File: src/design/sopd_pkg.sv
// Shared types, constants and helpers for the distance-ordered place sorter.
// No dependencies; every other file in design/ refers to this package by scoped name.

package sopd_pkg;

  // Capacity and coordinate handling
  localparam int MAX_PLACES = 64;
  localparam int COORD_BITS = 16;
  localparam int XY_W       = 16;
  localparam int COORD_EFF  = (COORD_BITS > XY_W) ? XY_W : COORD_BITS;
  localparam int COORD_SH   = XY_W - COORD_EFF;

  // Field widths
  localparam int ID_W   = 32;
  localparam int DIST_W = 2 * XY_W;
  localparam int CNT_W  = $clog2(MAX_PLACES + 1);

  typedef logic [ID_W-1:0]         id_t;
  typedef logic signed [XY_W-1:0]  coord_t;
  typedef logic [DIST_W-1:0]       dist_t;
  typedef logic [CNT_W-1:0]        cnt_t;

  // One stored entry of the sorting row
  typedef struct packed {
    logic   valid;
    id_t    id;
    dist_t  sqd;
    coord_t y;
  } entry_t;

  // Registered input item with its squared distance
  typedef struct packed {
    logic   valid;
    logic   last;
    id_t    id;
    dist_t  sqd;
    coord_t y;
  } stage_t;

  // Row-wide control driven by the top level
  typedef struct packed {
    logic ins;    // place the staged item into the row
    logic shift;  // move every entry one cell toward the head
  } cell_ctl_t;

  // Keep the low COORD_EFF bits and sign-extend from the top one of them
  function automatic coord_t coord_value(coord_t raw);
    coord_t shl;
    shl = coord_t'(raw <<< COORD_SH);
    return coord_t'(shl >>> COORD_SH);
  endfunction

  // New key sorts ahead of the stored entry; an empty cell is always behind
  function automatic logic goes_before(dist_t d, coord_t y, entry_t e);
    coord_t ey;
    ey = e.y;
    if (!e.valid) return 1'b1;
    if (d != e.sqd) return d < e.sqd;
    return y < ey;
  endfunction

endpackage

File: src/design/sopd_cell.sv
// One cell of the insertion row: holds one entry, compares it to the broadcast key,
// takes the new item, its left neighbor, or its right neighbor. Depends on sopd_pkg.

module sopd_cell (
  input  logic                clk,
  input  logic                rst_n,
  input  sopd_pkg::cell_ctl_t ctl,
  input  sopd_pkg::entry_t    new_e,
  input  sopd_pkg::entry_t    left_e,
  input  logic                ahead_left,
  input  sopd_pkg::entry_t    right_e,
  output sopd_pkg::entry_t    ent,
  output logic                ahead
);

  sopd_pkg::entry_t ent_r, ent_nxt;

  // Insertion point: first cell where the new key sorts ahead
  assign ahead = sopd_pkg::goes_before(new_e.sqd, new_e.y, ent_r);

  always_comb begin
    ent_nxt = ent_r;
    priority if (ctl.shift) begin
      ent_nxt = right_e;
    end else if (ctl.ins && ahead) begin
      ent_nxt = ahead_left ? left_e : new_e;
    end
  end

  // Only the valid bit is reset; payload follows it
  always_ff @(posedge clk) begin
    if (!rst_n) begin
      ent_r.valid <= 1'b0;
    end else begin
      ent_r.valid <= ent_nxt.valid;
    end
    ent_r.id  <= ent_nxt.id;
    ent_r.sqd <= ent_nxt.sqd;
    ent_r.y   <= ent_nxt.y;
  end

  assign ent = ent_r;

endmodule

File: config.mk
export PLATFORM = sky130hd
export DESIGN_NAME = sopd_cell
export DESIGN_NICKNAME = d
export VERILOG_FILES = /design/src/design/sopd_pkg.sv /design/src/design/sopd_cell.sv
export SDC_FILE = /design/constraint.sdc
export NUM_CORES = 1
export LEC_CHECK = 0
export BUFFER_PORTS_ARGS = -buffer_cell sky130_fd_sc_hd__buf_2
export CELL_PAD_IN_SITES_DETAIL_PLACEMENT = 2
export CELL_PAD_IN_SITES_GLOBAL_PLACEMENT = 2
export CORE_ASPECT_RATIO = 1.5
export CORE_MARGIN = 4
export CORE_UTILIZATION = 26
export DETAILED_ROUTE_END_ITERATION = 7
export GPL_ROUTABILITY_DRIVEN = 1
export HOLD_SLACK_MARGIN = 0.02
export PLACE_DENSITY = 0.9
export SYNTH_ARGS = -nofsm -noshare
export SYNTH_HDL_FRONTEND = slang
export SYNTH_SLANG_ARGS = --single-unit
File: constraint.sdc
create_clock -name clk -period 7.3 [get_ports clk]
set_input_delay 0.73 -clock clk [delete_from_list [all_inputs] [get_ports clk]]
set_output_delay 0.73 -clock clk [all_outputs]
set_load 0.005 [all_outputs]
# Word level (Yosys, flattened, before mapping)
# Cells that the tools add are included.
[word_totals] ff_bits=81 inputBits=248 out_inout_bits=82 wordCells=18
[op_classes] order_cmp=2 n_eq_ne=1 muxes=9 reduce_logical=2
[ops] operator="81-bit 2-to-1 mux" n=3
[ops] operator="32-bit < comparator" n=1
[ops] operator="32-bit inequality test" n=1
[ops] operator="16-bit < comparator" n=1
[ops] operator="1-bit 2-to-1 mux" n=6
[ops] operator="2-bit nonzero test" n=1
[ops] operator="1-bit logical AND" n=1

# Depth between registers and ports, before layout
# Gate-level depths: netlist (run 1).
[logic_depth] ltp_word=8 ltp_mapped=8 ltp_nobuf=8

# Worst setup path after synthesis (run 1)
# No wires, ideal clock.
[synth_path] kind="input-to-reg" start="input new_e[47] (netlist name)" end="register ent_r, in the netlist ent[0], enable pin" setup_ns=0.452 arrival_time_ns=3.977 t_required_ns=6.848 setup_slack_ns=2.872 path_stages=6 path_buffers=0 cell_sequence="ha_1 nand4_2 nor4_4 nand4bb_1 o31ai_1 o32a_1"
[synth_between] elab_chain_cells=7 elab_cells_between_ends=9 cone_classes="order compare: 1; eq/ne: 1; mux: 5; reduce/logical: 2"
[synth_rtl] item="start, declared" line_no="sopd_cell.sv:8" source="input sopd_pkg::entry_t new_e,"
[synth_rtl] item="parallel branches: the longest is 3 deep, another holds 32-bit < comparator"
[synth_rtl] item="1-bit 2-to-1 mux *" line_no="sopd_pkg.sv:59" source="return y < ey;"
[synth_rtl] item="1-bit 2-to-1 mux *" line_no="sopd_pkg.sv:58" source="if (d != e.sqd) return d < e.sqd;"
[synth_rtl] item="1-bit logical AND *" line_no="sopd_cell.sv:25" source="end else if (ctl.ins && ahead) begin"
[synth_rtl] item="2-bit nonzero test (no line) *"
[synth_rtl] item="end, declared" line_no="sopd_cell.sv:16" source="sopd_pkg::entry_t ent_r, ent_nxt;"
# Every way passes the cells marked *. The select of a mux whose other input is x is not followed.
# A chain may end at the register's enable or synchronous reset.

# Worst setup path after layout (run 1)
[layout_path] start="input new_e[43] (netlist name)" end="register ent_r, in the netlist ent[63], enable pin"
# The elaborated chain is that of the path after synthesis.

==> results, run 1 <==
- The final-report max-slew violation count is 0.
- For flop-to-flop paths, the worst setup slack is 3.38 ns.
- The relative area change from synthesis to final layout is 40.34%.
- The buffers plus inverters on the worst setup path is 2.
- The type of the setup path with the least slack is primary input to flip-flop.
- The timing endpoint of the critical path is ent[63]$_DFFE_PP_.
- The maximum number of pins on one net before global-route repair is 89.
- After detailed routing, the average wire length per cell comes to 19.96 um.
- The clock net in this run drives a total of 81 sinks.
- Setup repair after global routing left no endpoint under its margin.
- The total DRC errors in the routed layout is 0.
- For this block, the initial DRC count from the detailed router was 158.
- The number of buffers inserted to repair setup after CTS is 0.
- The buffer depth of the longest clock path is 2.
- The kind of launch point of the worst setup path is a primary input.
- The total iterations of the first detailed-routing run is 4.
- The worst clock skew on the final layout is 0.01024 ns.
- The critical path's top delay family is compound AO/OA/AOI/OAI gates.
- The share of the synthesized area in the top cell type is 45.01%.
- The first global-routing pass estimated 34.05 mm of wire.
- For this design the top-level I/O count stands at 330.
- The required time at the endpoint of the critical path is 7.29 ns.
- The clock tree synthesis step divided the H-tree into 3 levels.
- The number of instances in the synthesized netlist is 526.
- The final antenna diode count is 0.
- The post-route minimum period is 4.026 ns.
- The class of the tightest hold or removal check is primary input to flip-flop.
- The worst flop-to-flop path startpoint is ent[41]$_DFFE_PP_.
- The number of nets in the synthesized netlist is 821.
- The count of cell instances traversed by the critical path is 8.
- Across the VDD grid, the largest voltage drop is 0.00007766 V.
- The most used flip-flop cell after synthesis is edfxtp_1.
- From left edge to right edge, the die measures 125.0 um.
- The total global routing track utilization is 18.93%.
- The number of global-route vias before repair is 6208.
- The floorplan core area is 20020 sq um.
- The placer congestion estimate is 0.7693.
- The total area of multi-input combinational cells is 2628 sq um.
- The largest incremental delay on the critical path is 0.90 ns.
- The number of clock buffers added by TritonCTS is 9.
- The initial antenna violation count was 2.
- The synthesized cell area is 5338 sq um.
- Yosys attributes the largest share of cell area to edfxtp_1, mux2i_1, ha_1, o21ai_0, nand2_1.
- The fill cell instance count of the final layout is 2315.
- Leaving out fill and tap cells, the most frequent cells in the layout are buf_2, nand2_1, o21ai_0.
- For this run the aggregate overflow at the end of global routing stands at 0.
- The number of different library cells used by synthesis comes to 41.
- The register with the most flip-flops in the layout has 81 of them.
- In this run the mean area of a mapped cell was 10.15 sq um.
- Setup violations remaining at the end of the flow were counted as 0.
- The die covers 22930 sq um.
- For this design the static power due to leakage is 3.785 nW.
- The post-detailed-routing wire length is 22.08 mm.
- The slowest stage of the critical path belongs to the cell o32a_2.
- The cell taking the most area after synthesis is edfxtp_1.
- The run finished with clean final reports.
- Buffers inserted to repair hold after CTS numbered 0.
- The sequential share of the synthesized area is 45.38%.
- The final-report hold violation count came to 0.
- The startpoint of the worst hold path is right_e[0].
- The most frequent standard cell in the layout excluding fill and tap cells is buf_2.
- The sequential cells in the finished layout cover a total of 2422 sq um.
- The largest driver fanout on the critical path is 41.
- The tool flagged a number of max-cap violations equal to 0.
- The floorplan step set the die height to 183.5 um.
- The arrival time of the worst setup path is 4.01 ns.
- The highest clock frequency the design can meet is 0.2484 GHz.
- The total number of nets in the final design is 1137.
- After clock tree synthesis, the clock-pin slew on the worst setup and hold paths is 0.06 ns.
- The final critical path takes up 55.15% of the cycle.
- At the later pin of the worst-skew pair, clock insertion delay measures 0.35 ns.
- Dividing the detail-routed via count by the number of cells gives 4.803.
- The total negative slack for setup checks is 0 ns.
- The signal on the critical path passes through buf_2 > ha_1 > nand4_1 > nor4_4 > nand4bb_1 > o31ai_1 > o32a_2 > buf_4.
- Of all flip-flops after synthesis, the portion carrying an async set or reset was 0%.
- The launching element of the worst setup path is new_e[43].
- The tightest hold path in the finished design has a slack of 0.6682 ns.
- The proportion of layout cells with a drive suffix above 1 is 41.37%.
- The endpoint identified for the worst register-to-register timing path is ent[63]$_DFFE_PP_.
- The relative max-transition margin is 32.61%.
- The cell depth of the worst flop-to-flop path is 8.
- STA classifies the critical path endpoint as a flip-flop.
- The number of nets with antenna violations after detailed routing is 0.
- The floorplan has 63 rows.
- The number of buffers added on ports is 329.
- Detailed placement ended at an HPWL of 18.30 mm.
- The worst hold path passes through 3 cells.
- The post-cts repair resize count is 0.
- The register bit count reported by yosys is 81.
- TritonCTS built the clock tree.
- Yosys printed 0 warnings.
- The clock root buffer is clkbuf_16.
- The effective utilization at floorplan is 26.66%.
- For the pin with the worst max-slew slack, the measured transition is 1.011 ns.
- The number of flops mapped to enable cells by yosys is 80.
- The total vias in the final route is 5312.
- Dividing total power by cell area gives a power density of 184.2 nW/um^2.
cell families (layout without fill, tap and decap cells):
group | Yosys count | count (layout) | synth area share (%)
buffers and inverters | 77 | 397 | 5.415
flip-flops | 81 | 81 | 45.38
multiplexers | 81 | 81 | 15.21
AND/OR/NAND/NOR | 119 | 119 | 10.34
adder cells (fa/ha/maj) | 47 | 47 | 11.02
AO/OA/AOI/OAI | 121 | 121 | 12.64
area by class of cell:
class                   count  area share (%)
well taps                 260           4.343
clock buffers              11           3.107
multi-input cells         368           35.08
clock inverters             4          0.2839
repair buffers            332           22.35
inverters                  50           2.505
flip-flops and latches     81           32.34
worst register-to-register path: cells and delay by family (launching register included):
kind                     cells  cell delay, ns
AO/OA/AOI/OAI                2            1.32
adder cells (fa/ha/maj)      1            0.31
buffers and inverters        2            0.70
flip-flops                   1            0.35
AND/OR/NAND/NOR              3            0.85
worst min-delay path by stage:
stage                            to  slack [ns]
2_1_floorplan  ent[80]$_SDFFE_PN0P_        0.68
6_report           ent[0]$_DFFE_PP_        0.67
4_1_cts           ent[36]$_DFFE_PP_        0.65
3_5_place_dp   ent[80]$_SDFFE_PN0P_        0.75
5_1_grt           ent[69]$_DFFE_PP_        0.66
3_3_place_gp   ent[80]$_SDFFE_PN0P_        0.71
layer usage:
layer / GRT usage [%] / part of all wire (%) / wire length, um / vias up
li1: - / - / - / 2539
met1: 19.11 / 35 / 7790 / 2526
met2: 37.19 / 56 / 12310 / 211
met3: 5.087 / 6.6 / 1450 / 32
met4: 6.293 / 2.2 / 495 / 4
met5: 0 / 0.12 / 27 / -
Yosys cell counts (2+ instances only):
library cell / count
buf_1: 8
a211oi_1: 2
nand3_1: 6
nand4_1: 8
inv_1: 50
ha_1: 47
o21ai_0: 86
nand2b_1: 2
clkbuf_1: 19
nor2_1: 4
a2111oi_0: 3
edfxtp_1: 80
a21o_1: 4
mux2i_1: 80
nor2b_1: 2
nand2_1: 86
a21oi_1: 14
o31ai_1: 2
per-stage QoR:
| stage | power [mW] | setup WS (ns) | util [%] | cell area [sq um] | std cells |
|---|---|---|---|---|---|
| after global placement | 0.9539 | 3.041 | 36.15 | 7237 | 1091 |
| after global routing | 1.467 | 2.989 | 37.41 | 7491 | 1106 |
| after CTS | 1.408 | 3.186 | 37.41 | 7491 | 1106 |
| after floorplan | 0.7761 | 2.872 | - | 5338 | 526 |
| after detailed placement | 0.9795 | 2.795 | 36.15 | 7237 | 1091 |
| final | 1.380 | 3.274 | 37.41 | 7491 | 1106 |
report_power, final:
group	switching, mW	leakage [nW]	total [mW]	internal (mW)
Clock	0.192	0.124	0.418	0.227
Sequential	0.0238	0.832	0.604	0.580
Combinational	0.196	2.83	0.357	0.161
Total	0.412	3.78	1.38	0.968
(Power assumes the default switching activity.)
==> run 2, diff against run 1 <==
--- a/config.mk
+++ b/config.mk
@@ -5,16 +5,17 @@
 export SDC_FILE = /design/constraint.sdc
 export NUM_CORES = 1
 export LEC_CHECK = 0
+export ABC_AREA = 1
 export BUFFER_PORTS_ARGS = -buffer_cell sky130_fd_sc_hd__buf_2
 export CELL_PAD_IN_SITES_DETAIL_PLACEMENT = 2
 export CELL_PAD_IN_SITES_GLOBAL_PLACEMENT = 2
 export CORE_ASPECT_RATIO = 1.5
 export CORE_MARGIN = 4
-export CORE_UTILIZATION = 26
+export CORE_UTILIZATION = 23
 export DETAILED_ROUTE_END_ITERATION = 7
 export GPL_ROUTABILITY_DRIVEN = 1
 export HOLD_SLACK_MARGIN = 0.02
-export PLACE_DENSITY = 0.9
+export PLACE_DENSITY = 0.86
 export SYNTH_ARGS = -nofsm -noshare
 export SYNTH_HDL_FRONTEND = slang
 export SYNTH_SLANG_ARGS = --single-unit
==> constraint.sdc (replaced) <==
create_clock -name clk -period 3.9 [get_ports clk]
set_input_delay 0.39 -clock clk [delete_from_list [all_inputs] [get_ports clk]]
set_output_delay 0.39 -clock clk [all_outputs]
set_load 0.005 [all_outputs]
==> run 2 against run 1 <==
Register-to-register slack worse by 2.2 ns. Global-route usage rose by 0.14 points. Largest cell class unchanged. Critical endpoint is now ent[64]$_DFFE_PP_. Count of clock-buffer cells in the layout unchanged.
==> results, run 2 <==
- The run finished with clean final reports.
- The final cell area excluding filler cells is 7605 sq um.
- The finished layout holds 1272 standard cells, fillers aside.
- The share of the cycle needed by the critical path after routing is 69.78%.
- STA classifies the critical path startpoint as a flip-flop.
- Before antenna repair, the detailed router went through 4 iterations.
- For the worst setup path, the data required time is 3.92 ns.
- Post-CTS timing repair inserted 0 buffers for setup.
- The clock passes through at most 2 buffers.
- The number of DRC markers in iteration 0 is 165.
- Gates resized during post-CTS repair numbered 0.
- After floorplanning, the core was divided into 68 placement rows.
- Sequential elements use 45.10% of the synthesized area.
- The distinct cell type count after synthesis is 29.
- Combinational cells account for 25.7% of the total power.
- The switching power share of the total is 30.01%.
- The placed instances occupy a cell area of 7316 sq um.
- Leaving out fill and tap cells, the most frequent cells in the layout are buf_2, a21oi_1, nand2_1.
- The endpoint kind of the worst setup timing path is a flip-flop.
- The TritonCTS clock tree is done.
- The clock network fraction of design power is 32.4%.
- The number of buffers added on ports is 329.
- The number of nets in the synthesized netlist is 964.
- Counting tap cells, the placed design contains a total of 1252 instances.
- The most common cell in the netlist is a21oi_1.
- The synthesized design contains 80 enable-type register cells.
- The fill cell instance count of the final layout is 2760.
- Setup violations remaining at the end of the flow were counted as 0.
- For this block, the routed nets add up to 25.31 mm of wire.
- The part of the total power dissipated in sequential elements is 42.0%.
- In this run the count of I/O pins placed on the die edge is 330.
- The clock reaches the later pin of the worst-skew pair after 0.35 ns.
- The first-pass GRT wire length is 38.11 mm.
- The internal portion of the total power is 1.841 mW.
- Cells with a size suffix above 1 make up 37.25% of the layout.
- The share of the synthesized area in the top cell type is 44.72%.
- Across every metal layer, demand over resource in global routing totals 19.07%.
- For this run, the post-layout net count is 1278.
- The initial antenna violation count is 5.
- The number of flip-flops in the largest register is 81.
- The number of max-cap violations is 0.
- The tightest min-delay check is of the primary input to flip-flop type.
- The relative area change from synthesis to final layout is 41.58%.
- The total vias in the final route is 6039.
- The post-route minimum period is 2.722 ns.
- The clock transition at the registers of the reported paths is 0.06 ns.
- In the synthesized netlist the dominant register cell turns out to be edfxtp_1.
- The number of cells on the worst reg-to-reg path is 10.
- The leftover overflow at the end of global routing is 0.
- The worst clock skew on the final layout is 0.005684 ns.
- The static leakage is 3.831 nW.
- The die is 195.2 um tall.
- A synthesized cell averages 8.029 sq um.
- The worst pin sits at a relative slew slack of 48.14%.
- Counting flops and latches in the post-synthesis netlist gives 81.
- The hold buffer count at cts is 0.
- The tree is rooted in a clkbuf_16.
- The cell count after synthesis came out at 669.
- The effective utilization at floorplan is 23.38%.
- The maximum number of pins on one net before global-route repair is 57.
- The vias per cell is 4.748.
- Counting the buffers created by CTS gives 9.
- The average detailed-routed wire length per instance is 19.90 um.
- The worst ir drop on vdd is 0.0001824 V.
- Summed over all failing endpoints, the final setup total negative slack is 0 ns.
- The number of nets with antenna violations after detailed routing is 0.
- Of all cell types, the one taking the most synthesized area is edfxtp_1.
- The congestion estimate from routability-driven global placement came to 0.8125.
- Along the worst hold path, the cell count comes to 3.
- For this design the total switching power over the nets is 0.7896 mW.
- Summed over all nets, the half-perimeter wirelength after detailed placement is 20.08 mm.
- The most frequent standard cell in the layout excluding fill and tap cells is buf_2.
- The number of global-route vias before repair is 6983.
- The final-report hold violation count came to 0.
- Static timing analysis puts the maximum clock frequency at 0.3674 GHz.
- The final-report max-slew violation count is 0.
- The area enclosed by the die boundary is 25910 sq um.
- The share of the core filled with cells in the final layout is 33.10%.
- Data on the critical path arrives at its endpoint at 2.74 ns.
- The slew at the pin closest to its max-slew limit is 0.7778 ns.
- Ranked by instance count, the synthesized netlist is headed by a21oi_1, nand2_1, nor2_1.
- In the post-synthesis netlist, the biggest area contributors are edfxtp_1, a21oi_1, ha_1, nand2_1, nor2_1.
- The floorplan core area is 22970 sq um.
- Setup repair after global routing left no endpoint under its margin.
- The number of warnings reported in the yosys synthesis log is 0.
- The setup path with the least slack is of type flip-flop to flip-flop.
- The clock drives 81 sinks.
- Of all nets on the critical path, the largest fanout is 21.
- The depth of the CTS H-tree is 3.
- The overall die width is 132.8 um.
- The async set-or-reset flop fraction in the synthesized netlist is 0%.
- The total DRC errors in the routed layout is 0.
- The total power density per cell area is 345.9 nW/um^2.
- After synthesis the cells add up to 5371 sq um.
run 2: per-stage QoR:
step / power [mW] / hold slack [ns] / setup slack (ns)
floorplan: 1.434 / 0.5261 / 1.057
global placement: 1.774 / 0.6192 / 1.096
detailed placement: 1.813 / 0.6243 / 0.9863
CTS: 2.684 / 0.2627 / 1.065
global route: 2.787 / 0.2823 / 0.9648
finish: 2.631 / 0.2874 / 1.178
run 2: final cells by class:
cell class	count	area [sq um]	area share, %
clock inverter	5	46.29	0.6088
multi-input combinational	487	2567	33.76
tap	280	350.3	4.607
antenna	4	10.01	0.1316
inverter	66	249.0	3.274
sequential	81	2422	31.85
clock buffer	11	232.7	3.060
timing repair buffer	338	1727	22.70
run 2: cell families (layout without fill, tap and decap cells):
family          count (synthesis)  in the layout  share of synthesized area [%]
simple gates                  252            252                          18.96
compound gates                188            188                          17.80
buf+inv                       101            420                          7.198
flops                          81             81                          45.10
fa+ha+maj                      47             47                          10.95
other cells                     0              4                              0
run 2: layer usage:
metal	vias to the layer above	wire (um)	global-route usage [%]
met3	32	1177	3.840
met1	2939	8964	19.30
met4	0	611	7.319
li1	2878	-	-
met2	190	14560	37.66
met5	-	0	0
run 2: power groups by stage:
stage | clock network [mW] | logic, mW | registers [mW]
after floorplan | 0 | 0.303 | 1.13
after global placement | 0 | 0.656 | 1.12
after detailed placement | 0 | 0.688 | 1.12
after CTS | 0.882 | 0.695 | 1.11
final | 0.851 | 0.675 | 1.10
after global routing | 0.907 | 0.767 | 1.11
run 2: path summary, 6_finish.rpt:
check                                          start              endpoint  slack [ns]
worst max-delay path               ent[47]$_DFFE_PP_     ent[64]$_DFFE_PP_        1.18
worst min-delay path                           rst_n  ent[80]$_SDFFE_PN0P_        0.29
worst max register to register     ent[47]$_DFFE_PP_     ent[64]$_DFFE_PP_        1.18
worst min register to register  ent[80]$_SDFFE_PN0P_  ent[80]$_SDFFE_PN0P_        0.62
run 2: worst max-delay path, cell delays in order (launching register included):
cell	delay, ns
edfxtp_1	0.36
inv_1	0.05
ha_1	0.33
nand4_2	0.16
nor3_1	0.33
nor3b_1	0.24
nand3_1	0.12
nand2_2	0.08
nand2_2	0.06
nand2_4	0.26
buf_4	0.37
